## src/sv/birp_queue.sv

```systemverilog
// small command queue between the front and back parts
module birp_queue #(
    parameter int WIDTH = 32,
    parameter int DEPTH = 4
) (
    input  logic             aclk,
    input  logic             aresetn,
    input  logic             wr_en,
    input  logic [WIDTH-1:0] wr_data,
    output logic             full,
    input  logic             rd_en,
    output logic [WIDTH-1:0] rd_data,
    output logic             empty
);

    localparam int PTR_W = (DEPTH > 1) ? $clog2(DEPTH) : 1;
    localparam int CNT_W = $clog2(DEPTH + 1);

    logic [WIDTH-1:0] slot_reg [DEPTH];
    logic [PTR_W-1:0] wptr_reg, wptr_next;
    logic [PTR_W-1:0] rptr_reg, rptr_next;
    logic [CNT_W-1:0] cnt_reg, cnt_next;

    always_comb begin
        wptr_next = wptr_reg;
        rptr_next = rptr_reg;
        cnt_next  = cnt_reg;
        if (wr_en) begin
            wptr_next = (wptr_reg == PTR_W'(DEPTH - 1)) ? '0 : wptr_reg + 1'b1;
        end
        if (rd_en) begin
            rptr_next = (rptr_reg == PTR_W'(DEPTH - 1)) ? '0 : rptr_reg + 1'b1;
        end
        if (wr_en && !rd_en) begin
            cnt_next = cnt_reg + 1'b1;
        end else if (rd_en && !wr_en) begin
            cnt_next = cnt_reg - 1'b1;
        end
    end

    always_ff @(posedge aclk) begin
        if (!aresetn) begin
            wptr_reg <= '0;
            rptr_reg <= '0;
            cnt_reg  <= '0;
        end else begin
            wptr_reg <= wptr_next;
            rptr_reg <= rptr_next;
            cnt_reg  <= cnt_next;
        end
    end

    always_ff @(posedge aclk) begin
        if (wr_en) begin
            slot_reg[wptr_reg] <= wr_data;
        end
    end

    assign rd_data = slot_reg[rptr_reg];
    assign full    = (cnt_reg == CNT_W'(DEPTH));
    assign empty   = (cnt_reg == '0);

endmodule

```

## config.mk

```make
export PLATFORM = sky130hd
export DESIGN_NAME = birp_queue
export DESIGN_NICKNAME = d
export VERILOG_FILES = /design/src/sv/birp_queue.sv
export SDC_FILE = /design/constraint.sdc
export NUM_CORES = 1
export LEC_CHECK = 0
export ABC_AREA = 1
export BUFFER_PORTS_ARGS = -buffer_cell sky130_fd_sc_hd__clkbuf_2
export CORE_ASPECT_RATIO = 1.4
export CORE_MARGIN = 1
export CORE_UTILIZATION = 60
export CTS_CLUSTER_SIZE = 24
export DETAILED_ROUTE_END_ITERATION = 10
export PLACE_DENSITY = 0.83
export SETUP_SLACK_MARGIN = 0.05
export SLEW_MARGIN = 20
export SYNTH_ARGS = -nofsm -noshare
export SYNTH_HDL_FRONTEND = slang
export SYNTH_SLANG_ARGS = --single-unit
```

## constraint.sdc

```tcl
create_clock -name aclk -period 2.64 [get_ports aclk]
set_clock_uncertainty 0.15 [all_clocks]
set_input_delay 0.264 -clock aclk [delete_from_list [all_inputs] [get_ports aclk]]
set_output_delay 0.264 -clock aclk [all_outputs]
set_load 0.005 [all_outputs]
```

==> results of run 1 <==
-- worst max-delay path: stages, from the launching register on --
cell      delay, ns
dfxtp_2        0.57
buf_4          0.36
o21ai_0        0.14
o22ai_1        0.22
clkbuf_2       0.15
-- power by group through the flow --
stage                     Sequential, mW  Combinational, mW  Clock [mW]
after global routing                2.53              0.526        2.05
final                               2.52              0.474        1.94
after CTS                           2.52              0.474        1.96
after global placement              2.56              0.416           0
after detailed placement            2.56              0.433           0
after floorplan                     2.55              0.264           0
-- per-stage QoR --
step	util [%]	total power [mW]	instance area (µm²)	worst slack (ns)	std cells
after floorplan	-	2.814	5235	0.8803	368
after global placement	66.09	2.972	5623	0.8703	532
after detailed placement	66.09	2.995	5623	0.8176	532
after CTS	75.63	4.955	6435	0.3744	596
after global routing	75.63	5.102	6435	0.2281	596
final	75.63	4.934	6435	0.3527	596
-- layout by cell type (no fill, tap or decap) --
cell type      count
buf_4              9
dlygate4sd3_1     33
nand4_1            1
nor2_1            72
edfxtp_1         128
nand2_1            8
dfxtp_2            1
o21ai_1           28
nor3_1             4
o21ai_0           39
nand3_1            1
inv_2              1
clkinv_1           3
o22ai_1           32
fa_1               1
clkbuf_1           8
a21oi_1            3
inv_8              1
clkbuf_16         17
ha_1               6
clkinv_2           3
dfxtp_1            8
xor2_1             1
clkbuf_2          69
inv_1             14
-- metal layers --
metal  GRT usage (%)  up-vias  wire [µm]
li1                -     1581          -
met1           29.07     1631       3953
met2           40.06      139       5326
met3           8.211       23        596
met4           11.90        0        197
met5               0        -          0
-- path summary, 6_finish.rpt --
kind	slack, ns	cells past startpoint	endpoint
max	0.35	4	rd_data[9]
min reg2reg	0.39	2	cnt_reg[1]$_SDFFE_PN0P_
min	0.04	3	flip-flop
max reg2reg	1.03	5	slot_reg[2][14]$_DFFE_PP_
-- cells by family after synthesis --
family	synth area share [%]
DFF	76.86
AOI/OAI and AO/OA	10.52
and+or+nand+nor	6.334
adders and majority gates	1.816
buffers and inverters	4.302
xor gates and xnor gates	0.1673
-- final cells by class --
cell class	count	area share (%)
Multi-Input combinational cell	196	15.32
Inverter	16	1.050
Sequential cell	137	62.55
Tap cell	105	2.042
Timing Repair Buffer	111	11.55
Clock buffer	25	7.078
Clock inverter	6	0.4083
==> flow_summary.yaml, run 1 <==
cells_and_area:
  largest_reg_flops: 128
  seqCellArea_mm2: 0.004025
  drive_gt1_share_pct: 20.57
  synthToLayoutAreaGrowth_pct: 22.92
  nets: 522
  n_antenna_cell: 0
  multiInputGateArea_um2: 985.9
  fillCellCount: 524
worst_setup_path:
  rr_startpoint: "wptr_reg[0]$_SDFFE_PN0P_"
  start_kind: "flip-flop"
  cp.required_ns: 2.23
  worstSetupEndpointType: "output port"
  path_max_fanout: 28
  worstPathArrival_ns: 1.87
  crit_type: "flip-flop to output port"
yosys:
  synth_ff_type: "edfxtp_1"
  ys_types: 21
  syn_inst: 368
  syn_area_per_cell_um2: 14.23
  synth-seq-cells: 137
  yosysTopAreaCellShare_pct: 73.42
  yosysTopAreaCell: "edfxtp_1"
  synth_most_common_cell: "edfxtp_1"
  ys_seq_area_share_pct: 76.86
  postSynth.asyncResetShare_pct: 0
  syn_area_mm2: 0.005235
  yosysWarningCount: 0
  synth_fp_nets: 411
  synth_edf_count: 128
  synth_area_leaders: "edfxtp_1 (73%), nor2_1 (5.2%), o22ai_1 (3.8%)"
  synth_common_cells: "edfxtp_1 (128), nor2_1 (72), o21ai_0 (39), o22ai_1 (32), o21ai_1 (28)"
timing:
  holdWs_ns: 0.03540
  max_slew_margin_pct: 60.50
  fmaxAchievable_mhz: 437.2
  layout_min_cycle_time_ns: 2.287
  fin_tns_setup_ns: 0
  rsz0062_at_grt: "no"
  worst-slew-pin-transition_ns: 0.5916
  hold_viol_final: 0
  finalSetupViolCount: 0
  finalMaxSlewViolations: 0
  fin_crit_sh_pct: 86.64
die:
  std_cell_rows: 40
  core_mm2: 0.008508
  fp.dieH_um: 112.5
  dieWidth_um: 80.95
  start_util_pct: 61.53
  ioPinCount: 70
  dieArea_mm2: 0.009108
clocking:
  cts_tree: "yes"
  path_clk_slew_ns: 0.05
  clk_latency_ns: 0.41
  cts_buffers: 17
  clockBufferDepth: 2
  cts_setup_buffers: 0
  cts_resized: 0
  cts_sinks: 137
  htree_levels: 4
  cts_hold_buf: 33
  root_buffer: "clkbuf_16"
global_routing:
  antenna_found_initial: 0
  grt.total_usage_pct: 24.64
  grt_pass1_wl_mm: 15.81
  grt_max_degree: 65
  grt_pass1_vias: 3348
  grt.overflow.total: 0
pwr:
  ir_drop_mv: 0.5796
  netSwitchingFraction_pct: 22.00
  combinationalPowerShare_pct: 9.6
  intPower_mw: 3.849
  p_leak_nw: 2.405
  power.density_mw_per_mm2: 766.8
  pwr-share-seq_pct: 51.1
  power.clock.fraction_pct: 39.3
  p_sw_mw: 1.085
route:
  drc: 0
  drt-total-wl_mm: 10.07
  vias_per_cell: 5.661
  drt-initial-drc-count: 298
  post_drt_wl_per_cell_um: 16.90
  vias: 3374
  ant_nets: 0
  dr.pass1.iters: 6
placed_design:
  gp_congestion: 0.8062
  port_buffers: 69
  dp_hpwl_mm: 5.823
min_path:
  min_from: "rd_en"
  hp-class: "input port to flip-flop"
flow_run:
  maxCapViolations: 0
status:
  status: "finished clean"
Power figures use the tool's default switching activity.
==> run 2, diff against run 1 <==
--- a/config.mk
+++ b/config.mk
@@ -13,6 +13,7 @@
 export CTS_CLUSTER_SIZE = 24
 export DETAILED_ROUTE_END_ITERATION = 10
 export PLACE_DENSITY = 0.83
+export REMOVE_ABC_BUFFERS = 1
 export SETUP_SLACK_MARGIN = 0.05
 export SLEW_MARGIN = 20
 export SYNTH_ARGS = -nofsm -noshare
==> run 2 against run 1 <==
First-iteration DRC count shrank 0.67%. Cell area grew 2.3%. Global-route usage grew 1.8 points. Clock-buffer cell count shrank 7. Die area is the same. Sequential share of layout area shrank 1.4 points. Critical path depth is the same.
==> flow_summary.yaml, run 2 (synthesized netlist as in run 1, its figures left out) <==
status:
  status: "finished clean"
die:
  dieWidth_um: 80.95
  dieArea_mm2: 0.009108
  core_mm2: 0.008508
  std_cell_rows: 40
  ioPinCount: 70
  fp.dieH_um: 112.5
  start_util_pct: 61.53
timing:
  worst-slew-pin-transition_ns: 0.6006
  hold_viol_final: 0
  finalMaxSlewViolations: 0
  finalSetupViolCount: 0
  holdWs_ns: 0.02879
  fin_crit_sh_pct: 92.27
  rsz0062_at_grt: "no"
  fin_tns_setup_ns: 0
  fmaxAchievable_mhz: 410.5
  layout_min_cycle_time_ns: 2.436
  max_slew_margin_pct: 59.90
route:
  dr.pass1.iters: 5
  drt-initial-drc-count: 296
  drc: 0
  post_drt_wl_per_cell_um: 18.71
  drt-total-wl_mm: 11.13
  vias: 3512
  ant_nets: 0
  vias_per_cell: 5.903
min_path:
  hp-class: "input port to flip-flop"
  min_from: "rd_en"
pwr:
  ir_drop_mv: 0.5790
  intPower_mw: 4.358
  power.clock.fraction_pct: 45.6
  power.density_mw_per_mm2: 839.4
  netSwitchingFraction_pct: 21.16
  p_sw_mw: 1.169
  p_leak_nw: 2.471
  pwr-share-seq_pct: 45.9
  combinationalPowerShare_pct: 8.5
worst_setup_path:
  crit_type: "flip-flop to output port"
  reg2reg_depth: 5
  r2r_end: "slot_reg[2][21]$_DFFE_PP_"
  worstPathArrival_ns: 2.02
  path_max_fanout: 19
  start_kind: "flip-flop"
  ff2ff_setup_slack_ns: 1.00
  cp.required_ns: 2.23
  rr_startpoint: "wptr_reg[0]$_SDFFE_PN0P_"
  worstSetupEndpointType: "output port"
  worstSetupEndpoint: "rd_data[2]"
cells_and_area:
  fillCellCount: 466
  n_antenna_cell: 0
  layout_commonest_cell: "edfxtp_1"
  drive_gt1_share_pct: 22.65
  nets: 520
  finalNonFillerCells: 595
  multiInputGateArea_um2: 985.9
  synthToLayoutAreaGrowth_pct: 25.79
  most-common-layout-cells: "edfxtp_1 (128), nor2_1 (72), clkbuf_2 (69)"
  seqCellArea_mm2: 0.004028
  largest_reg_flops: 128
clocking:
  clk_latency_ns: 0.41
  path_clk_slew_ns: 0.06
  clockBufferDepth: 2
  htree_levels: 4
  cts_buffers: 17
  cts_tree: "yes"
  cts_sinks: 137
  root_buffer: "clkbuf_16"
global_routing:
  grt_pass1_wl_mm: 16.81
  grt_pass1_vias: 3623
  grt.overflow.total: 0
  grt_max_degree: 65
  antenna_found_initial: 0
  grt.total_usage_pct: 26.45
placed_design:
  dpl.cell_count: 530
  port_buffers: 69
  dp_hpwl_mm: 5.517
  gp_congestion: 0.7851
flow_run:
  maxCapViolations: 0
-- run 2: cell types whose count changed in the layout (fill, tap and decap cells not counted), moves of 2 or more --
cell        previous run  this run
clkinv_1               3         0
clkinv_2               3         6
clkinvlp_4             0         3
buf_4                  9         7
bufinv_16              0         5
clkbuf_1               8         0
-- run 2: worst min-delay path by stage --
stage                                endpoint  cells after the start
floorplan            slot_reg[0][0]$_DFFE_PP_                      0
global placement    slot_reg[1][31]$_DFFE_PP_                      1
detailed placement  slot_reg[1][27]$_DFFE_PP_                      1
CTS                  rptr_reg[1]$_SDFFE_PN0P_                      3
global route         rptr_reg[1]$_SDFFE_PN0P_                      3
finish               rptr_reg[1]$_SDFFE_PN0P_                      3
-- run 2: routing by layer --
metal	GRT usage, %	wire length [µm]	vias up
met3	10.00	752	40
met2	44.76	5979	185
met1	27.88	4022	1707
met5	0	0	-
li1	-	-	1580
met4	14.05	377	0
-- run 2: timing repair --
action                                 CTS  global route
endpoints found under the hold margin  133             0
hold buffers                            33             0
gates cloned                             0             0
setup endpoints to repair                1             2
setup buffers                            0             0
resized for setup                        1             2
-- run 2: cell type report --
class                           count  share of cell area (%)
Clock buffer                       18                   6.669
Clock inverter                     14                   3.078
Inverter                           16                   1.064
Multi-Input combinational cell    196                   14.97
Sequential cell                   137                   61.16
Tap cell                          105                   1.995
Timing Repair Buffer              109                   11.06
-- run 2: power by group through the flow --
stage | clock network (mW) | registers (mW) | logic (mW)
after floorplan | 0 | 2.57 | 0.211
after global placement | 0 | 2.57 | 0.397
after detailed placement | 0 | 2.58 | 0.414
after CTS | 2.53 | 2.53 | 0.461
after global routing | 2.64 | 2.55 | 0.515
final | 2.52 | 2.54 | 0.468
-- run 2: per-stage QoR --
step / setup WS (ns) / cell area (µm²) / util, % / total power [mW]
floorplan: 0.3579 / 5077 / - / 2.778
CTS: 0.2131 / 6583 / 77.37 / 5.525
global placement: 0.6044 / 5608 / 65.91 / 2.968
finish: 0.2040 / 6585 / 77.40 / 5.528
global route: 0.1129 / 6585 / 77.40 / 5.701
detailed placement: 0.5192 / 5608 / 65.91 / 2.991
-- run 2: worst max-delay path, cell delays in order, from the launching register on --
cell and delay (ns):
dfxtp_1 0.70, buf_4 0.34, o21ai_0 0.13, o22ai_1 0.26, clkbuf_2 0.17
