File: config.mk
export PLATFORM = sky130hd
export DESIGN_NAME = birp_front
export DESIGN_NICKNAME = d
export VERILOG_FILES = /design/src/sv/birp_pkg.sv /design/src/sv/birp_front.sv
export SDC_FILE = /design/constraint.sdc
export NUM_CORES = 1
export LEC_CHECK = 0
export BUFFER_PORTS_ARGS = -buffer_cell sky130_fd_sc_hd__buf_4
export CELL_PAD_IN_SITES_DETAIL_PLACEMENT = 1
export CELL_PAD_IN_SITES_GLOBAL_PLACEMENT = 1
export CORE_UTILIZATION = 30
export DETAILED_ROUTE_END_ITERATION = 12
export PLACE_DENSITY_LB_ADDON = 0.1
export RECOVER_POWER = 100
export SYNTH_ARGS = -nofsm -noshare
export SYNTH_HDL_FRONTEND = slang
export SYNTH_SLANG_ARGS = --single-unit
export TNS_END_PERCENT = 20
File: constraint.sdc
create_clock -name aclk -period 6.7 [get_ports aclk]
set_input_delay 0 -clock aclk [delete_from_list [all_inputs] [get_ports aclk]]
set_output_delay 0 -clock aclk [all_outputs]
set_load 0.02 [all_outputs]
File: src/sv/birp_pkg.sv
// shared types and constants of the bulk in ring packetizer
package birp_pkg;

    // input operation codes
    localparam logic [2:0] OP_PUSH   = 3'd0;
    localparam logic [2:0] OP_TICK   = 3'd1;
    localparam logic [2:0] OP_SENT   = 3'd2;
    localparam logic [2:0] OP_LOCK   = 3'd3;
    localparam logic [2:0] OP_UNLOCK = 3'd4;
    localparam logic [2:0] OP_CLEAR  = 3'd5;

    // result kinds, also used as command kinds in the queue
    localparam logic [1:0] KIND_COUNT = 2'd0;
    localparam logic [1:0] KIND_DATA  = 2'd1;
    localparam logic [1:0] KIND_ZLP   = 2'd2;

    // send state codes
    localparam logic [1:0] ST_IDLE = 2'd0;
    localparam logic [1:0] ST_BUSY = 2'd1;
    localparam logic [1:0] ST_ZLP  = 2'd2;

    localparam int BYTE_W      = 8;
    localparam int LEN_W       = 7;
    localparam int COUNT_W     = 11;
    localparam int FRAME_W     = 8;
    localparam int ADDR_W_MAX  = 12;
    localparam int QUEUE_DEPTH = 4;
    localparam int CHUNK_CNT_W = 3;

    localparam logic [COUNT_W-1:0] COUNT_MAX    = 11'd2047;
    localparam logic [FRAME_W-1:0] FRAME_RESET  = 8'd5;

    typedef struct packed {
        logic [1:0]            kind;
        logic [ADDR_W_MAX-1:0] addr;
        logic [LEN_W-1:0]      size;
        logic [COUNT_W-1:0]    count;
    } cmd_t;

    typedef struct packed {
        logic [1:0]         kind;
        logic [BYTE_W-1:0]  data;
        logic [LEN_W-1:0]   len;
        logic               last;
        logic [COUNT_W-1:0] count;
    } result_t;

endpackage

File: src/sv/birp_front.sv
// front part: accepts operations, keeps ring and send bookkeeping, queues commands
module birp_front #(
    parameter int RING_DEPTH = 2048,
    parameter int MAX_PACKET = 64
) (
    input  logic                               aclk,
    input  logic                               aresetn,
    input  logic                               cfg_we,
    input  logic [birp_pkg::FRAME_W-1:0]       cfg_wdata,
    input  logic                               in_valid,
    output logic                               in_ready,
    input  logic [2:0]                         op,
    input  logic [birp_pkg::BYTE_W-1:0]        data_byte,
    input  logic                               push_last,
    input  logic                               push_first,
    input  logic                               configured,
    input  logic                               q_full,
    output logic                               q_wr_en,
    output birp_pkg::cmd_t                     q_wr_data,
    output logic                               ram_we,
    output logic [$clog2(RING_DEPTH)-1:0]      ram_waddr,
    output logic [birp_pkg::BYTE_W-1:0]        ram_wdata,
    input  logic                               chunk_done
);

    localparam int AW = $clog2(RING_DEPTH);
    localparam int PW = $clog2(RING_DEPTH + 1);

    logic [AW-1:0]                       push_idx_reg, push_idx_next;
    logic [PW-1:0]                       pop_idx_reg, pop_idx_next;
    logic [PW-1:0]                       span_reg, span_next;
    logic [1:0]                          state_reg, state_next;
    logic                                lock_reg, lock_next;
    logic [birp_pkg::FRAME_W-1:0]        frame_cnt_reg, frame_cnt_next;
    logic [birp_pkg::COUNT_W-1:0]        call_cnt_reg, call_cnt_next;
    logic [birp_pkg::FRAME_W-1:0]        interval_reg;
    logic [birp_pkg::CHUNK_CNT_W-1:0]    chunks_reg, chunks_next;

    logic                                accept;
    logic                                do_send;
    logic [PW-1:0]                       src_pop;
    logic [PW-1:0]                       src_span;
    logic [PW-1:0]                       chunk_size;
    logic [PW-1:0]                       span_after;
    logic [PW-1:0]                       pop_wrapped;
    logic [PW-1:0]                       push_ext;
    logic [PW-1:0]                       push_inc;
    logic [birp_pkg::COUNT_W-1:0]        cnt_base;
    logic [birp_pkg::COUNT_W-1:0]        cnt_inc;

    // pushes wait while a chunk is still being read out of the ring
    assign in_ready = !q_full && !((op == birp_pkg::OP_PUSH) && (chunks_reg != '0));
    assign accept   = in_valid && in_ready;

    assign pop_wrapped = (pop_idx_reg >= PW'(RING_DEPTH)) ? '0 : pop_idx_reg;
    assign push_ext    = PW'(push_idx_reg);
    assign push_inc    = push_ext + 1'b1;
    assign cnt_base    = push_first ? '0 : call_cnt_reg;
    assign cnt_inc     = (cnt_base < birp_pkg::COUNT_MAX) ? cnt_base + 1'b1 : cnt_base;

    always_comb begin
        push_idx_next  = push_idx_reg;
        pop_idx_next   = pop_idx_reg;
        span_next      = span_reg;
        state_next     = state_reg;
        lock_next      = lock_reg;
        frame_cnt_next = frame_cnt_reg;
        call_cnt_next  = call_cnt_reg;
        q_wr_en        = 1'b0;
        q_wr_data      = '0;
        ram_we         = 1'b0;
        ram_waddr      = push_idx_reg;
        ram_wdata      = data_byte;
        do_send        = 1'b0;
        src_pop        = pop_idx_reg;
        src_span       = span_reg;
        chunk_size     = '0;
        span_after     = '0;

        if (accept) begin
            case (op)
                birp_pkg::OP_PUSH: begin
                    ram_we = 1'b1;
                    if (push_inc == PW'(RING_DEPTH)) begin
                        push_idx_next = '0;
                        call_cnt_next = '0;
                    end else begin
                        push_idx_next = AW'(push_inc);
                        call_cnt_next = cnt_inc;
                    end
                    if (push_last) begin
                        q_wr_en         = 1'b1;
                        q_wr_data.kind  = birp_pkg::KIND_COUNT;
                        q_wr_data.count = (push_inc == PW'(RING_DEPTH)) ? '0 : cnt_inc;
                    end
                end
                birp_pkg::OP_TICK: begin
                    if (configured) begin
                        if (frame_cnt_reg == interval_reg) begin
                            frame_cnt_next = '0;
                            if (!lock_reg && (state_reg == birp_pkg::ST_IDLE)) begin
                                pop_idx_next = pop_wrapped;
                                if (pop_wrapped != push_ext) begin
                                    do_send  = 1'b1;
                                    src_pop  = pop_wrapped;
                                    src_span = (pop_wrapped > push_ext)
                                             ? PW'(RING_DEPTH) - pop_wrapped
                                             : push_ext - pop_wrapped;
                                end
                            end
                        end else begin
                            frame_cnt_next = frame_cnt_reg + 1'b1;
                        end
                    end
                end
                birp_pkg::OP_SENT: begin
                    if (state_reg == birp_pkg::ST_BUSY) begin
                        if (span_reg != '0) begin
                            do_send = 1'b1;
                        end else begin
                            state_next = birp_pkg::ST_IDLE;
                        end
                    end else if (state_reg == birp_pkg::ST_ZLP) begin
                        state_next     = birp_pkg::ST_IDLE;
                        q_wr_en        = 1'b1;
                        q_wr_data.kind = birp_pkg::KIND_ZLP;
                    end
                end
                birp_pkg::OP_LOCK: begin
                    lock_next = 1'b1;
                end
                birp_pkg::OP_UNLOCK: begin
                    lock_next = 1'b0;
                end
                birp_pkg::OP_CLEAR: begin
                    push_idx_next = '0;
                    pop_idx_next  = '0;
                    span_next     = '0;
                    state_next    = birp_pkg::ST_IDLE;
                    lock_next     = 1'b0;
                end
                default: begin
                end
            endcase
        end

        // next chunk of the current span
        if (do_send) begin
            chunk_size     = (src_span > PW'(MAX_PACKET)) ? PW'(MAX_PACKET) : src_span;
            span_after     = src_span - chunk_size;
            q_wr_en        = 1'b1;
            q_wr_data.kind = birp_pkg::KIND_DATA;
            q_wr_data.addr = birp_pkg::ADDR_W_MAX'(src_pop);
            q_wr_data.size = birp_pkg::LEN_W'(chunk_size);
            pop_idx_next   = src_pop + chunk_size;
            span_next      = span_after;
            state_next     = ((span_after == '0) && (chunk_size == PW'(MAX_PACKET)))
                           ? birp_pkg::ST_ZLP : birp_pkg::ST_BUSY;
        end
    end

    always_comb begin
        chunks_next = chunks_reg;
        if (do_send && !chunk_done) begin
            chunks_next = chunks_reg + 1'b1;
        end else if (!do_send && chunk_done) begin
            chunks_next = chunks_reg - 1'b1;
        end
    end

    always_ff @(posedge aclk) begin
        if (!aresetn) begin
            push_idx_reg  <= '0;
            pop_idx_reg   <= '0;
            span_reg      <= '0;
            state_reg     <= birp_pkg::ST_IDLE;
            lock_reg      <= 1'b0;
            frame_cnt_reg <= '0;
            call_cnt_reg  <= '0;
            interval_reg  <= birp_pkg::FRAME_RESET;
            chunks_reg    <= '0;
        end else begin
            push_idx_reg  <= push_idx_next;
            pop_idx_reg   <= pop_idx_next;
            span_reg      <= span_next;
            state_reg     <= state_next;
            lock_reg      <= lock_next;
            frame_cnt_reg <= frame_cnt_next;
            call_cnt_reg  <= call_cnt_next;
            chunks_reg    <= chunks_next;
            if (cfg_we) begin
                interval_reg <= cfg_wdata;
            end
        end
    end

endmodule

==> impl_results.md <==
- CTS root buffer: clkbuf_16
- # clock sinks: 68
- Crit-path max FO: 14
- WP buf/inv: 3
- Leak: 2.70 nW
- Initial DRC Count: 220
- DR DRC count: 0
- Fin. Hold Viols: 0
- Leading post-synthesis cells by cell area: dfxtp_1, ha_1, nand2_1
- Core region area: 19000 µm²
- Vias per cell: 5.33
- Critical Path Source Type: flop
- CP delay by family, top: compound AO/OA/AOI/OAI gates
- Global-route wire length before repair: 32000 µm
- Placer Congestion: 0.808
- CP Capture Type: flop
- Clock buffer depth: 2
- Worst Skew: 13.6 ps
- Wirelength per Cell: 17.9 µm
- Setup TNS: 0 ps
- Post-synth EDFFs: 0
- Skew-Pair Late Insertion Delay: 350 ps
- Relative slew slack: 30.6%
- Finished Core Util: 36.0%
- Final setup fails: 0
- Total of max-cap violations: 0
- Highest-count cells in the layout ignoring fill and taps: nand2_1, dfxtp_1, nor2_1
- Hold_ws: 0.00886 ps
- Critical path data required time: 6930 ps
- Die W: 142 µm
- # fillers: 2406
- Largest net degree at the start of global routing: 64
- Clock slew seen by the registers of the worst setup and hold paths: 70 ps
- Placed wire-length estimate: 15000 µm
- Antenna viol nets, final: 0
- Maximum clock rate: 163 MHz
- Top_reg_cell synth: dfxtp_1
- Warnings from Yosys: 0
- Layout area overhead: 15.7%
- Most common cell on crit path: o21ai_0
- Vias: 5824
- Power Dens Cells: 145 nW/µm²
- Io pins: 82
- Gr usage total: 20.0%
- Chip height: 142 µm
- Cell Area, Synth: 5920 µm²
- CTS buffer count: 9
- Fraction of layout cells with a size suffix above 1: 9.48%
- H-tree depth: 3
- Gate Count Post-Synth: 771
- Global route total overflow: 0
- Post-synth top area cell: dfxtp_1
- Seq cells post-synth: 68
- RSZ-0062 raised after global routing: no
- WS Path Type: reg -> reg
- WL final: 19600 µm
- Final Non-Filler Cells: 1093
- Final Cycle Share: 91.3%
- Reg2Reg Setup Slack: 580 ps
- Fin nets: 888
- TritonCTS clock tree: yes
- 1st-pass router iterations: 4
- Worst path arrival time: 6350 ps
- Syn avg cell area: 7.67 µm²
- Least-Margin Pin Slew: 1040 ps
- Peak VDD IR: 144 µV
- Share of the synthesized area in the top cell type: 23.0%
- Initial antenna violation count: 0
- Post-synth ARST share: 0%
- Antenna diode count: 0
- Min cycle time layout: 6120 ps
- Status: finished, final reports clean
- Hold crit path type: in -> out
- Final slew viol count: 0
- Seq/Total Area, Yosys: 23.0%
- Vias in the first global route: 6003
- Post-Place Cells: 1065
- Placement Rows: 50
- Synth cell types: 78
- Most common cell after layout, fill and taps aside: nand2_1
- Starting density of the core: 31.1%
- Port Buf Inserts: 65
- Slowest cell delay on critical path: 410 ps
- CP max stage cell: fa_1
- Die area: 20300 µm²
## layout make-up
type | count | area [µm²] | share of cell area [%]
Timing Repair Buffer | 86 | 502 | 7.33
Clock inverter | 7 | 80.1 | 1.17
Clock buffer | 9 | 225 | 3.29
Tap cell | 260 | 325 | 4.75
Sequential cell | 68 | 1360 | 19.9
Inverter | 26 | 101 | 1.48
Multi-Input combinational cell | 637 | 4250 | 62.0
## power breakdown
group,leakage (nW),internal [W],switching (W)
Combinational,2.01,0.0000339,0.0000372
Clock,0.143,0.000294,0.000213
Sequential,0.551,0.000410,0.00000453
Total,2.70,0.000737,0.000254
## worst register-to-register path: cells and delay by family (launching register included)
kind	cells	cell delay, ps
fa+ha+maj	4	1160
buf+inv	3	240
simple gates	7	1240
flops	1	400
compound gates	12	2340
mux	2	640
## metrics by stage
step | area, µm² | setup slack [ps] | total power, W
4_1_cts | 6990 | 303 | 0.00101
3_3_place_gp | 6580 | 617 | 0.000492
5_1_grt | 6840 | 28.1 | 0.00103
2_1_floorplan | 5930 | 1170 | 0.000476
3_5_place_dp | 6580 | 349 | 0.000494
6_report | 6840 | 580 | 0.000992
## per-layer routing
metal	share of wire, %	up-vias	global-route usage, %
li1	-	2876	-
met1	50	2848	27.2
met2	46	77	32.6
met3	2.3	23	2.42
met4	2.0	0	6.51
met5	0	-	0
## cells in the mapped netlist, types with 3 or more instances
master	n
nand2_1	77
dfxtp_1	68
nor2_1	58
nor2b_1	45
a21oi_1	44
o21ai_0	40
ha_1	29
xnor2_1	28
clkbuf_1	27
inv_1	26
nand3_1	24
and2_1	22
and3_1	22
nor3_1	22
mux2i_1	20
nand4_1	17
nand2b_1	14
buf_4	13
a21boi_0	12
a21o_1	11
a22oi_1	11
xor2_1	11
nor4_1	10
o21a_1	8
mux2_2	6
nand3b_1	6
nor3b_1	6
a31oi_1	5
or3_1	5
o211a_1	4
o31a_1	4
a2111oi_0	3
a32oi_1	3
and4_1	3
fa_1	3
nand4b_1	3
nor4b_1	3
o311ai_0	3
## worst paths after layout
check / from / end / cells past startpoint
setup / recovery: pop_idx_reg[11] / pop_idx_reg[10] / 28
hold / removal: data_byte[7] / ram_wdata[7] / 0
hold reg to reg: span_reg[11] / span_reg[11] / 2
setup reg to reg: pop_idx_reg[11] / pop_idx_reg[10] / 28
## logic make-up after synthesis
group | share of synthesized area, %
buf+inv | 5.48
fa+ha+maj | 7.15
xor+xnor | 5.77
compound gates | 20.1
flops | 23.0
other cells | 0.127
simple gates | 32.7
mux | 5.65
## timing repair
item                                    in CTS  in global routing
gates resized for setup                      0                  8
hold endpoints to repair                     9                  0
endpoints found under the setup margin       0                  3
setup buffers                                0                  2
hold buffers                                10                  0
Power figures use the tool's default switching activity.
