**src/sv/birp_pkg.sv**
```systemverilog
// shared types and constants of the bulk in ring packetizer
package birp_pkg;

    // input operation codes
    localparam logic [2:0] OP_PUSH   = 3'd0;
    localparam logic [2:0] OP_TICK   = 3'd1;
    localparam logic [2:0] OP_SENT   = 3'd2;
    localparam logic [2:0] OP_LOCK   = 3'd3;
    localparam logic [2:0] OP_UNLOCK = 3'd4;
    localparam logic [2:0] OP_CLEAR  = 3'd5;

    // result kinds, also used as command kinds in the queue
    localparam logic [1:0] KIND_COUNT = 2'd0;
    localparam logic [1:0] KIND_DATA  = 2'd1;
    localparam logic [1:0] KIND_ZLP   = 2'd2;

    // send state codes
    localparam logic [1:0] ST_IDLE = 2'd0;
    localparam logic [1:0] ST_BUSY = 2'd1;
    localparam logic [1:0] ST_ZLP  = 2'd2;

    localparam int BYTE_W      = 8;
    localparam int LEN_W       = 7;
    localparam int COUNT_W     = 11;
    localparam int FRAME_W     = 8;
    localparam int ADDR_W_MAX  = 12;
    localparam int QUEUE_DEPTH = 4;
    localparam int CHUNK_CNT_W = 3;

    localparam logic [COUNT_W-1:0] COUNT_MAX    = 11'd2047;
    localparam logic [FRAME_W-1:0] FRAME_RESET  = 8'd5;

    typedef struct packed {
        logic [1:0]            kind;
        logic [ADDR_W_MAX-1:0] addr;
        logic [LEN_W-1:0]      size;
        logic [COUNT_W-1:0]    count;
    } cmd_t;

    typedef struct packed {
        logic [1:0]         kind;
        logic [BYTE_W-1:0]  data;
        logic [LEN_W-1:0]   len;
        logic               last;
        logic [COUNT_W-1:0] count;
    } result_t;

endpackage

```
**src/sv/birp_back.sv**
```systemverilog
// back part: runs queued commands, streams chunk bytes from the ring into a two-entry output
module birp_back #(
    parameter int RING_DEPTH = 2048
) (
    input  logic                          aclk,
    input  logic                          aresetn,
    input  logic                          q_empty,
    output logic                          q_rd_en,
    input  birp_pkg::cmd_t                q_rd_data,
    output logic                          ram_re,
    output logic [$clog2(RING_DEPTH)-1:0] ram_raddr,
    input  logic [birp_pkg::BYTE_W-1:0]   ram_rdata,
    output logic                          chunk_done,
    output logic                          m_valid,
    input  logic                          m_ready,
    output birp_pkg::result_t             m_item
);

    localparam int AW = $clog2(RING_DEPTH);

    logic                         act_reg, act_next;
    logic [AW-1:0]                addr_reg, addr_next;
    logic [birp_pkg::LEN_W-1:0]   size_reg, size_next;
    logic [birp_pkg::LEN_W-1:0]   idx_reg, idx_next;

    logic                         pend_valid_reg;
    logic                         pend_ram_reg;
    birp_pkg::result_t            pend_item_reg;

    birp_pkg::result_t            ofifo_reg [2];
    logic                         wptr_reg, rptr_reg;
    logic [1:0]                   ocnt_reg, ocnt_next;

    logic                         issue;
    logic                         issue_ram;
    birp_pkg::result_t            issue_item;
    birp_pkg::result_t            fill_item;
    logic                         pop;
    logic [2:0]                   occ;
    logic                         room;
    logic                         last_byte;

    assign m_valid = (ocnt_reg != 2'd0);
    assign pop     = m_valid && m_ready;
    // output entries plus the read in flight, after this cycle's pop
    assign occ     = 3'(ocnt_reg) + 3'(pend_valid_reg) - 3'(pop);
    assign room    = (occ < 3'd2);
    assign last_byte = (idx_reg == size_reg - 1'b1);

    always_comb begin
        act_next   = act_reg;
        addr_next  = addr_reg;
        size_next  = size_reg;
        idx_next   = idx_reg;
        issue      = 1'b0;
        issue_ram  = 1'b0;
        issue_item = '0;
        q_rd_en    = 1'b0;
        ram_re     = 1'b0;
        ram_raddr  = addr_reg + AW'(idx_reg);
        chunk_done = 1'b0;

        if (act_reg) begin
            if (room) begin
                issue           = 1'b1;
                issue_ram       = 1'b1;
                ram_re          = 1'b1;
                issue_item.kind = birp_pkg::KIND_DATA;
                issue_item.len  = size_reg;
                issue_item.last = last_byte;
                if (last_byte) begin
                    act_next   = 1'b0;
                    chunk_done = 1'b1;
                end else begin
                    idx_next = idx_reg + 1'b1;
                end
            end
        end else if (!q_empty) begin
            if (q_rd_data.kind == birp_pkg::KIND_DATA) begin
                q_rd_en   = 1'b1;
                act_next  = 1'b1;
                addr_next = AW'(q_rd_data.addr);
                size_next = q_rd_data.size;
                idx_next  = '0;
            end else if (room) begin
                q_rd_en          = 1'b1;
                issue            = 1'b1;
                issue_item.kind  = q_rd_data.kind;
                issue_item.last  = 1'b1;
                issue_item.count = (q_rd_data.kind == birp_pkg::KIND_COUNT)
                                 ? q_rd_data.count : '0;
            end
        end
    end

    always_comb begin
        fill_item      = pend_item_reg;
        fill_item.data = pend_ram_reg ? ram_rdata : '0;
        ocnt_next      = ocnt_reg + 2'(pend_valid_reg) - 2'(pop);
    end

    always_ff @(posedge aclk) begin
        if (!aresetn) begin
            act_reg        <= 1'b0;
            pend_valid_reg <= 1'b0;
            wptr_reg       <= 1'b0;
            rptr_reg       <= 1'b0;
            ocnt_reg       <= 2'd0;
        end else begin
            act_reg        <= act_next;
            pend_valid_reg <= issue;
            ocnt_reg       <= ocnt_next;
            if (pend_valid_reg) begin
                wptr_reg <= ~wptr_reg;
            end
            if (pop) begin
                rptr_reg <= ~rptr_reg;
            end
        end
    end

    always_ff @(posedge aclk) begin
        addr_reg      <= addr_next;
        size_reg      <= size_next;
        idx_reg       <= idx_next;
        pend_ram_reg  <= issue_ram;
        pend_item_reg <= issue_item;
        if (pend_valid_reg) begin
            ofifo_reg[wptr_reg] <= fill_item;
        end
    end

    assign m_item = ofifo_reg[rptr_reg];

    a_no_out_overflow: assert property (@(posedge aclk) disable iff (!aresetn)
        ocnt_reg != 2'd3)
        else $error("output buffer overflow");

    a_read_in_ring: assert property (@(posedge aclk) disable iff (!aresetn)
        ram_re |-> ((32'(addr_reg) + 32'(idx_reg)) < 32'(RING_DEPTH)))
        else $error("chunk read beyond ring end");

    a_pop_nonempty: assert property (@(posedge aclk) disable iff (!aresetn)
        q_rd_en |-> !q_empty)
        else $error("command taken from empty queue");

    a_done_ends_chunk: assert property (@(posedge aclk) disable iff (!aresetn)
        chunk_done |=> (!act_reg && pend_valid_reg && pend_item_reg.last))
        else $error("chunk end not followed by last byte");

endmodule

```
**config.mk**
```make
export PLATFORM = sky130hd
export DESIGN_NAME = birp_back
export DESIGN_NICKNAME = d
export VERILOG_FILES = /design/src/sv/birp_pkg.sv /design/src/sv/birp_back.sv
export SDC_FILE = /design/constraint.sdc
export NUM_CORES = 1
export LEC_CHECK = 0
export BUFFER_PORTS_ARGS = -buffer_cell sky130_fd_sc_hd__buf_2
export CORE_UTILIZATION = 45
export CTS_CLUSTER_DIAMETER = 50
export DETAILED_ROUTE_END_ITERATION = 10
export GPL_TIMING_DRIVEN = 0
export PLACE_DENSITY = 0.79
export SYNTH_ARGS = -nofsm -noshare
export SYNTH_HDL_FRONTEND = slang
export SYNTH_SLANG_ARGS = --single-unit
```
**constraint.sdc**
```tcl
create_clock -name aclk -period 3.2 [get_ports aclk]
set_input_delay 0 -clock aclk [delete_from_list [all_inputs] [get_ports aclk]]
set_output_delay 0 -clock aclk [all_outputs]
set_load 0.03 [all_outputs]
```
==> metrics.txt, run 1 <==
Overall Power 3.924 mW; max-slew violations 0; Mapped Cells 304; NetSw 1.353 mW; clk slew on worst S/H paths 0.11 ns; Crit Path Class reg -> out; # IOs 88; number of distinct library cells after synthesis 39; ys flop type edfxtp_1; Total Wirelength 8289 µm; layout net count 502; gr ovfl total 0; Largest register FFs 58; CP Data Arrival Time 3.01 ns; vias in the first global route 2,875; largest net degree at the start of global routing 31; number of core rows 36; first-pass detailed-route iteration total 4; Post-Syn Area 4523 µm²; DP Worst Slack -0.004158 ns; Residual DRC 0; element type at the critical path start flip-flop; Avg Vias per Cell 4.763; post-synth top area share 55.10%; die area 10,460 µm²; Final period util 94.20%; number of fill cells 764; CP cell instances or2_2 -> and2_1 -> ha_1 -> inv_1 -> ha_1 -> inv_1 -> fa_1 -> xnor2_2 -> nand2_2 -> nor2_4 -> and4_4 -> buf_4; CTS root buffer clkbuf_8; Syn Area/Cell 14.88 µm²; Clock Sinks 112; Initial Util 46.27%; CP endpoint kind output pin; Vias 2,777; clock network power share 21.3%; R2R cell count 12; CTS tree built; initial antenna violation count 0; final hold vios 0; hold_sp m_ready; Power Internal 2.571 mW; Worst Path Required 3.20 ns; Critical-path top delay cell fa_1; flop2flop setup slack 0.26 ns; pwr/cell area 675.5 nW/µm²; CP delay by family, top simple AND/OR/NAND/NOR gates; sw frac 34.48%; worst skew pair latency 0.37 ns; post-synthesis compound-gate area fraction 3.734%; Syn. warnings 0; top post-synthesis cells by count edfxtp_1, dfxtp_1, mux2_2, and2_1, xnor2_1; post-synthesis adder-cell area fraction 3.928%; reg2reg end idx_reg[5]; worst r2r src ocnt_reg[1]; core area 9774 µm²; EDFF count, synth 83; area added between synthesis and finish 28.41%; biggest area consumer among synthesized cells edfxtp_1; post-synthesis simple-gate area fraction 10.21%; Final setup viols 0; crit path time final 3.014 ns; Synth Area in XOR/XNOR 4.979%; maximum clock insertion buffer count 2; Final WS setup 0.1856 ns; Routed Antenna Nets 0; initial DRC count 75; IO Port Bufs 86; ranking of synthesized cells by area edfxtp_1, dfxtp_1, mux2_2; post-synthesis net count 361; leakage power 2.283 nW; slew margin rel. 43.30%; Max IR drop VDD 0.4175 mV; # diodes 0; Seq pwr share 47.5%; status finished, final reports clean; fmax 331.7 MHz; synthesized flop and latch total 112; top-count cell post-synth edfxtp_1; Num CTS Buffers 9; Crit path largest cell delay 0.40 ns; all-layer global routing usage 16.88%; Seq/Total Area, Yosys 67.94%; Comb pwr share 31.2%; Worst Path Max Fanout 3; Worst-Margin Slew 0.8487 ns; layout cells sized above 1 33.56%; Worst Hold Depth 4; critical path buffer and inverter count 3; die height 102.3 µm; worst clock skew 0.01316 ns; Hold Path Class in -> reg; Final Wtd Congestion 0.7655; multiplexer share of the synthesized area 7.220%; Hold WS 0.07446 ns; main combinational cell family by area after synthesis simple AND/OR/NAND/NOR gates; H-tree depth 3; DR WL/cell 14.22 µm; HPWL after DPL 5368 µm; die width 102.3 µm; MaxCap Viol Count 0; first-pass GRT wire length 13,050 µm; ys async rst share 0%; RSZ-0062 raised after global routing false
[stage by stage]
stage,instance area (µm²),TNS (ns),std cells,util (%)
after global placement,5131,0,523,52.50
final,5808,0,583,59.42
after CTS,5792,0,583,59.26
after detailed placement,5139,-0.02859,523,52.57
after floorplan,4534,0,304,-
after global routing,5808,0,583,59.42
[timing repair]
action	CTS	global route
pin swaps	1	1
hold endpoints to repair	55	0
hold buffers	43	0
setup buffers	1	0
gates resized for setup	1	7
endpoints found under the setup margin	8	19
[cell families after synthesis]
| group | Yosys count |
|---|---|
| flip-flops | 112 |
| AND/OR/NAND/NOR | 79 |
| multiplexers | 29 |
| AO/OA/AOI/OAI | 28 |
| XOR/XNOR | 24 |
| buffers and inverters | 19 |
| adder cells (fa/ha/maj) | 13 |
[metal layers]
layer	track usage, %	share of wire (%)	routed length (µm)
met1	19.08	42	3481
met3	4.583	5.2	427
met4	6.264	1.3	110
met2	30.46	52	4270
met5	0	0	0
[final cells by class]
type | instances | area (µm²) | share of cell area [%]
buffer | 6 | 42.54 | 0.7324
sequential | 112 | 3074 | 52.93
multi-input combinational | 173 | 1398 | 24.06
clock inverter | 6 | 70.07 | 1.206
inverter | 13 | 48.80 | 0.8402
timing repair buffer | 130 | 870.8 | 14.99
tap | 133 | 166.4 | 2.865
clock buffer | 10 | 137.6 | 2.370
[cells in the final DEF (no fill, tap or decap), types with 2 or more instances in the layout]
| cell | count |
|---|---|
| clkbuf_8 | 11 |
| o21bai_1 | 3 |
| and2_1 | 27 |
| o21a_1 | 2 |
| and3_1 | 4 |
| nand4_1 | 3 |
| ha_1 | 11 |
| buf_2 | 86 |
| xnor2_1 | 17 |
| nor2b_1 | 4 |
| dlygate4sd3_1 | 43 |
| nand3_1 | 3 |
| edfxtp_1 | 83 |
| a21oi_1 | 9 |
| xor2_1 | 5 |
| nor2_1 | 16 |
| clkinv_8 | 2 |
| mux2_2 | 29 |
| inv_6 | 3 |
| nand2_1 | 7 |
| nor3_2 | 2 |
| fa_1 | 2 |
| inv_1 | 13 |
| buf_4 | 2 |
| a31oi_1 | 3 |
| clkbuf_1 | 2 |
| o21ai_0 | 6 |
| dfxtp_1 | 28 |
[power groups by stage]
stage	combinational (mW)	sequential (mW)	clock, mW
2_1_floorplan	0.863	1.87	0
3_3_place_gp	1.13	1.89	0
3_5_place_dp	1.16	1.90	0
4_1_cts	1.22	1.86	0.863
5_1_grt	1.33	1.88	0.912
6_report	1.23	1.86	0.835
[worst max-delay path by stage]
stage / from / to / slack, ns / cells past startpoint
after floorplan: ocnt_reg[1] / idx_reg[0] / 0.11 / 12
after global routing: ocnt_reg[1] / chunk_done / 0.03 / 12
after CTS: ocnt_reg[1] / chunk_done / 0.05 / 12
after detailed placement: ocnt_reg[1] / idx_reg[5] / -0.004 / 12
after global placement: ocnt_reg[1] / idx_reg[3] / 0.11 / 12
final: ocnt_reg[1] / chunk_done / 0.19 / 12
[tightest hold or removal path, cell delays in order]
cell	delay (ns)
buf_2	0.07
and2_1	0.15
xnor2_1	0.09
nor2b_1	0.10
No activity file was read; power rests on OpenSTA's default activity.
==> inputs of run 2 (changes only) <==
==> constraint.sdc (replaced) <==
create_clock -name aclk -period 2.5 [get_ports aclk]
set_input_delay 0 -clock aclk [delete_from_list [all_inputs] [get_ports aclk]]
set_output_delay 0 -clock aclk [all_outputs]
set_load 0.03 [all_outputs]
==> metrics.txt, run 2 (same netlist as run 1, synthesis figures left out) <==
status complete, but fails checks; failing checks negative setup slack; vias in the first global route 2,913; element type at the critical path start flip-flop; # diodes 0; Final period util 105.7%; Final Wtd Congestion 0.7514; layout cells sized above 1 40.72%; H-tree depth 3; worst skew pair latency 0.36 ns; Worst Path Max Fanout 2; Final WS setup -0.1414 ns; Largest register FFs 58; Max IR drop VDD 0.4500 mV; all-layer global routing usage 17.04%; number of core rows 36; Crit Path Class reg -> out; Routed Antenna Nets 0; Initial Util 46.27%; DP Worst Slack -0.2172 ns; Hold Path Class in -> reg; first-pass GRT wire length 13,400 µm; CP cell instances or2_4 -> and2_4 -> ha_4 -> inv_2 -> ha_4 -> inv_2 -> fa_2 -> xnor2_4 -> nand2_4 -> nor2_4 -> and4_4 -> buf_6; gr ovfl total 0; pwr/cell area 887.9 nW/µm²; Worst-Margin Slew 0.8683 ns; Avg Vias per Cell 4.796; Num CTS Buffers 9; leakage power 2.393 nW; core area 9774 µm²; Worst Hold Depth 4; crit path time final 2.641 ns; max-slew violations 0; HPWL after DPL 5377 µm; commonest non-fill, non-tap cell in the layout edfxtp_1; Final setup viols 19; CP Data Arrival Time 2.64 ns; Clock Sinks 112; CTS tree built; DR WL/cell 14.62 µm; R2R cell count 13; commonest non-fill, non-tap cells in the layout edfxtp_1, buf_2, dlygate4sd3_1; initial antenna violation count 0; IO Port Bufs 86; Critical-path top delay cell fa_2; Vias 2,887; Non-Filler Instances 602; MaxCap Viol Count 0; Worst Path Required 2.50 ns; die width 102.3 µm; Placed Cells incl. Taps 523; first-pass detailed-route iteration total 4; Residual DRC 0; slew margin rel. 41.99%; # IOs 88; CP endpoint kind output pin; fmax 378.6 MHz; RSZ-0062 raised after global routing true; worst clock skew 0.009645 ns; area added between synthesis and finish 34.74%; Crit path largest cell delay 0.37 ns; clk slew on worst S/H paths 0.11 ns; largest net degree at the start of global routing 31; die height 102.3 µm; layout net count 521; initial DRC count 96; maximum clock insertion buffer count 2; CTS root buffer clkbuf_8; final hold vios 0; Total Wirelength 8801 µm; die area 10,460 µm²
## run 2: per-layer routing
metal  vias up  wire, µm  GRT usage, %
met5         -         0             0
met3        19       354         3.352
met2        91      4624         32.06
li1       1407         -             -
met1      1370      3695         19.18
met4         0       127         5.714
## run 2: final timing paths
path | endpoint | slack, ns | start
max | chunk_done | -0.14 | ocnt_reg[1]
min reg2reg | ofifo_reg[0][9] | 0.43 | fill_item[9]
min | fill_item[27] | 0.04 | q_empty
max reg2reg | idx_reg[0] | -0.12 | ocnt_reg[1]
## run 2: final cells by class
class,count,area (µm²)
Tap cell,133,166.4
Sequential cell,112,3077
Clock inverter,6,60.06
Clock buffer,10,137.6
Buffer,6,51.30
Fill cell,716,3680
Multi-Input combinational cell,173,1501
Timing Repair Buffer,149,1050
Inverter,13,51.30
## run 2: per-stage QoR
step | area (µm²) | utilization, % | setup TNS, ns | power (mW) | hold slack, ns
finish | 6095 | 62.35 | -2.011 | 5.411 | 0.04363
CTS | 5944 | 60.82 | -2.453 | 5.275 | 0.03684
floorplan | 4588 | - | -1.792 | 3.568 | 0.09887
detailed placement | 5192 | 53.12 | -3.326 | 3.977 | 0.1781
global route | 6095 | 62.35 | -4.664 | 5.666 | 0.05474
global placement | 5185 | 53.05 | -15.01 | 3.935 | 0.1758
## run 2: critical path, delay by kind of cell, from the launching register on
family	cells	cell delay (ns)
buf+inv	3	0.23
flops	1	0.36
xor+xnor	1	0.19
simple gates	5	0.78
fa+ha+maj	3	0.69
## run 2: what timing repair did
action	CTS	global route
hold buffers	41	0
setup buffers	10	12
endpoints found under the hold margin	54	0
pin swaps	11	13
cloned	1	0
gates resized for setup	16	20
endpoints found under the setup margin	24	28
## run 2: where the power goes
group	internal [mW]	total, mW	switching, mW
Combinational	0.875	1.98	1.10
Clock	0.416	1.06	0.639
Sequential	2.28	2.38	0.104
Total	3.57	5.41	1.84
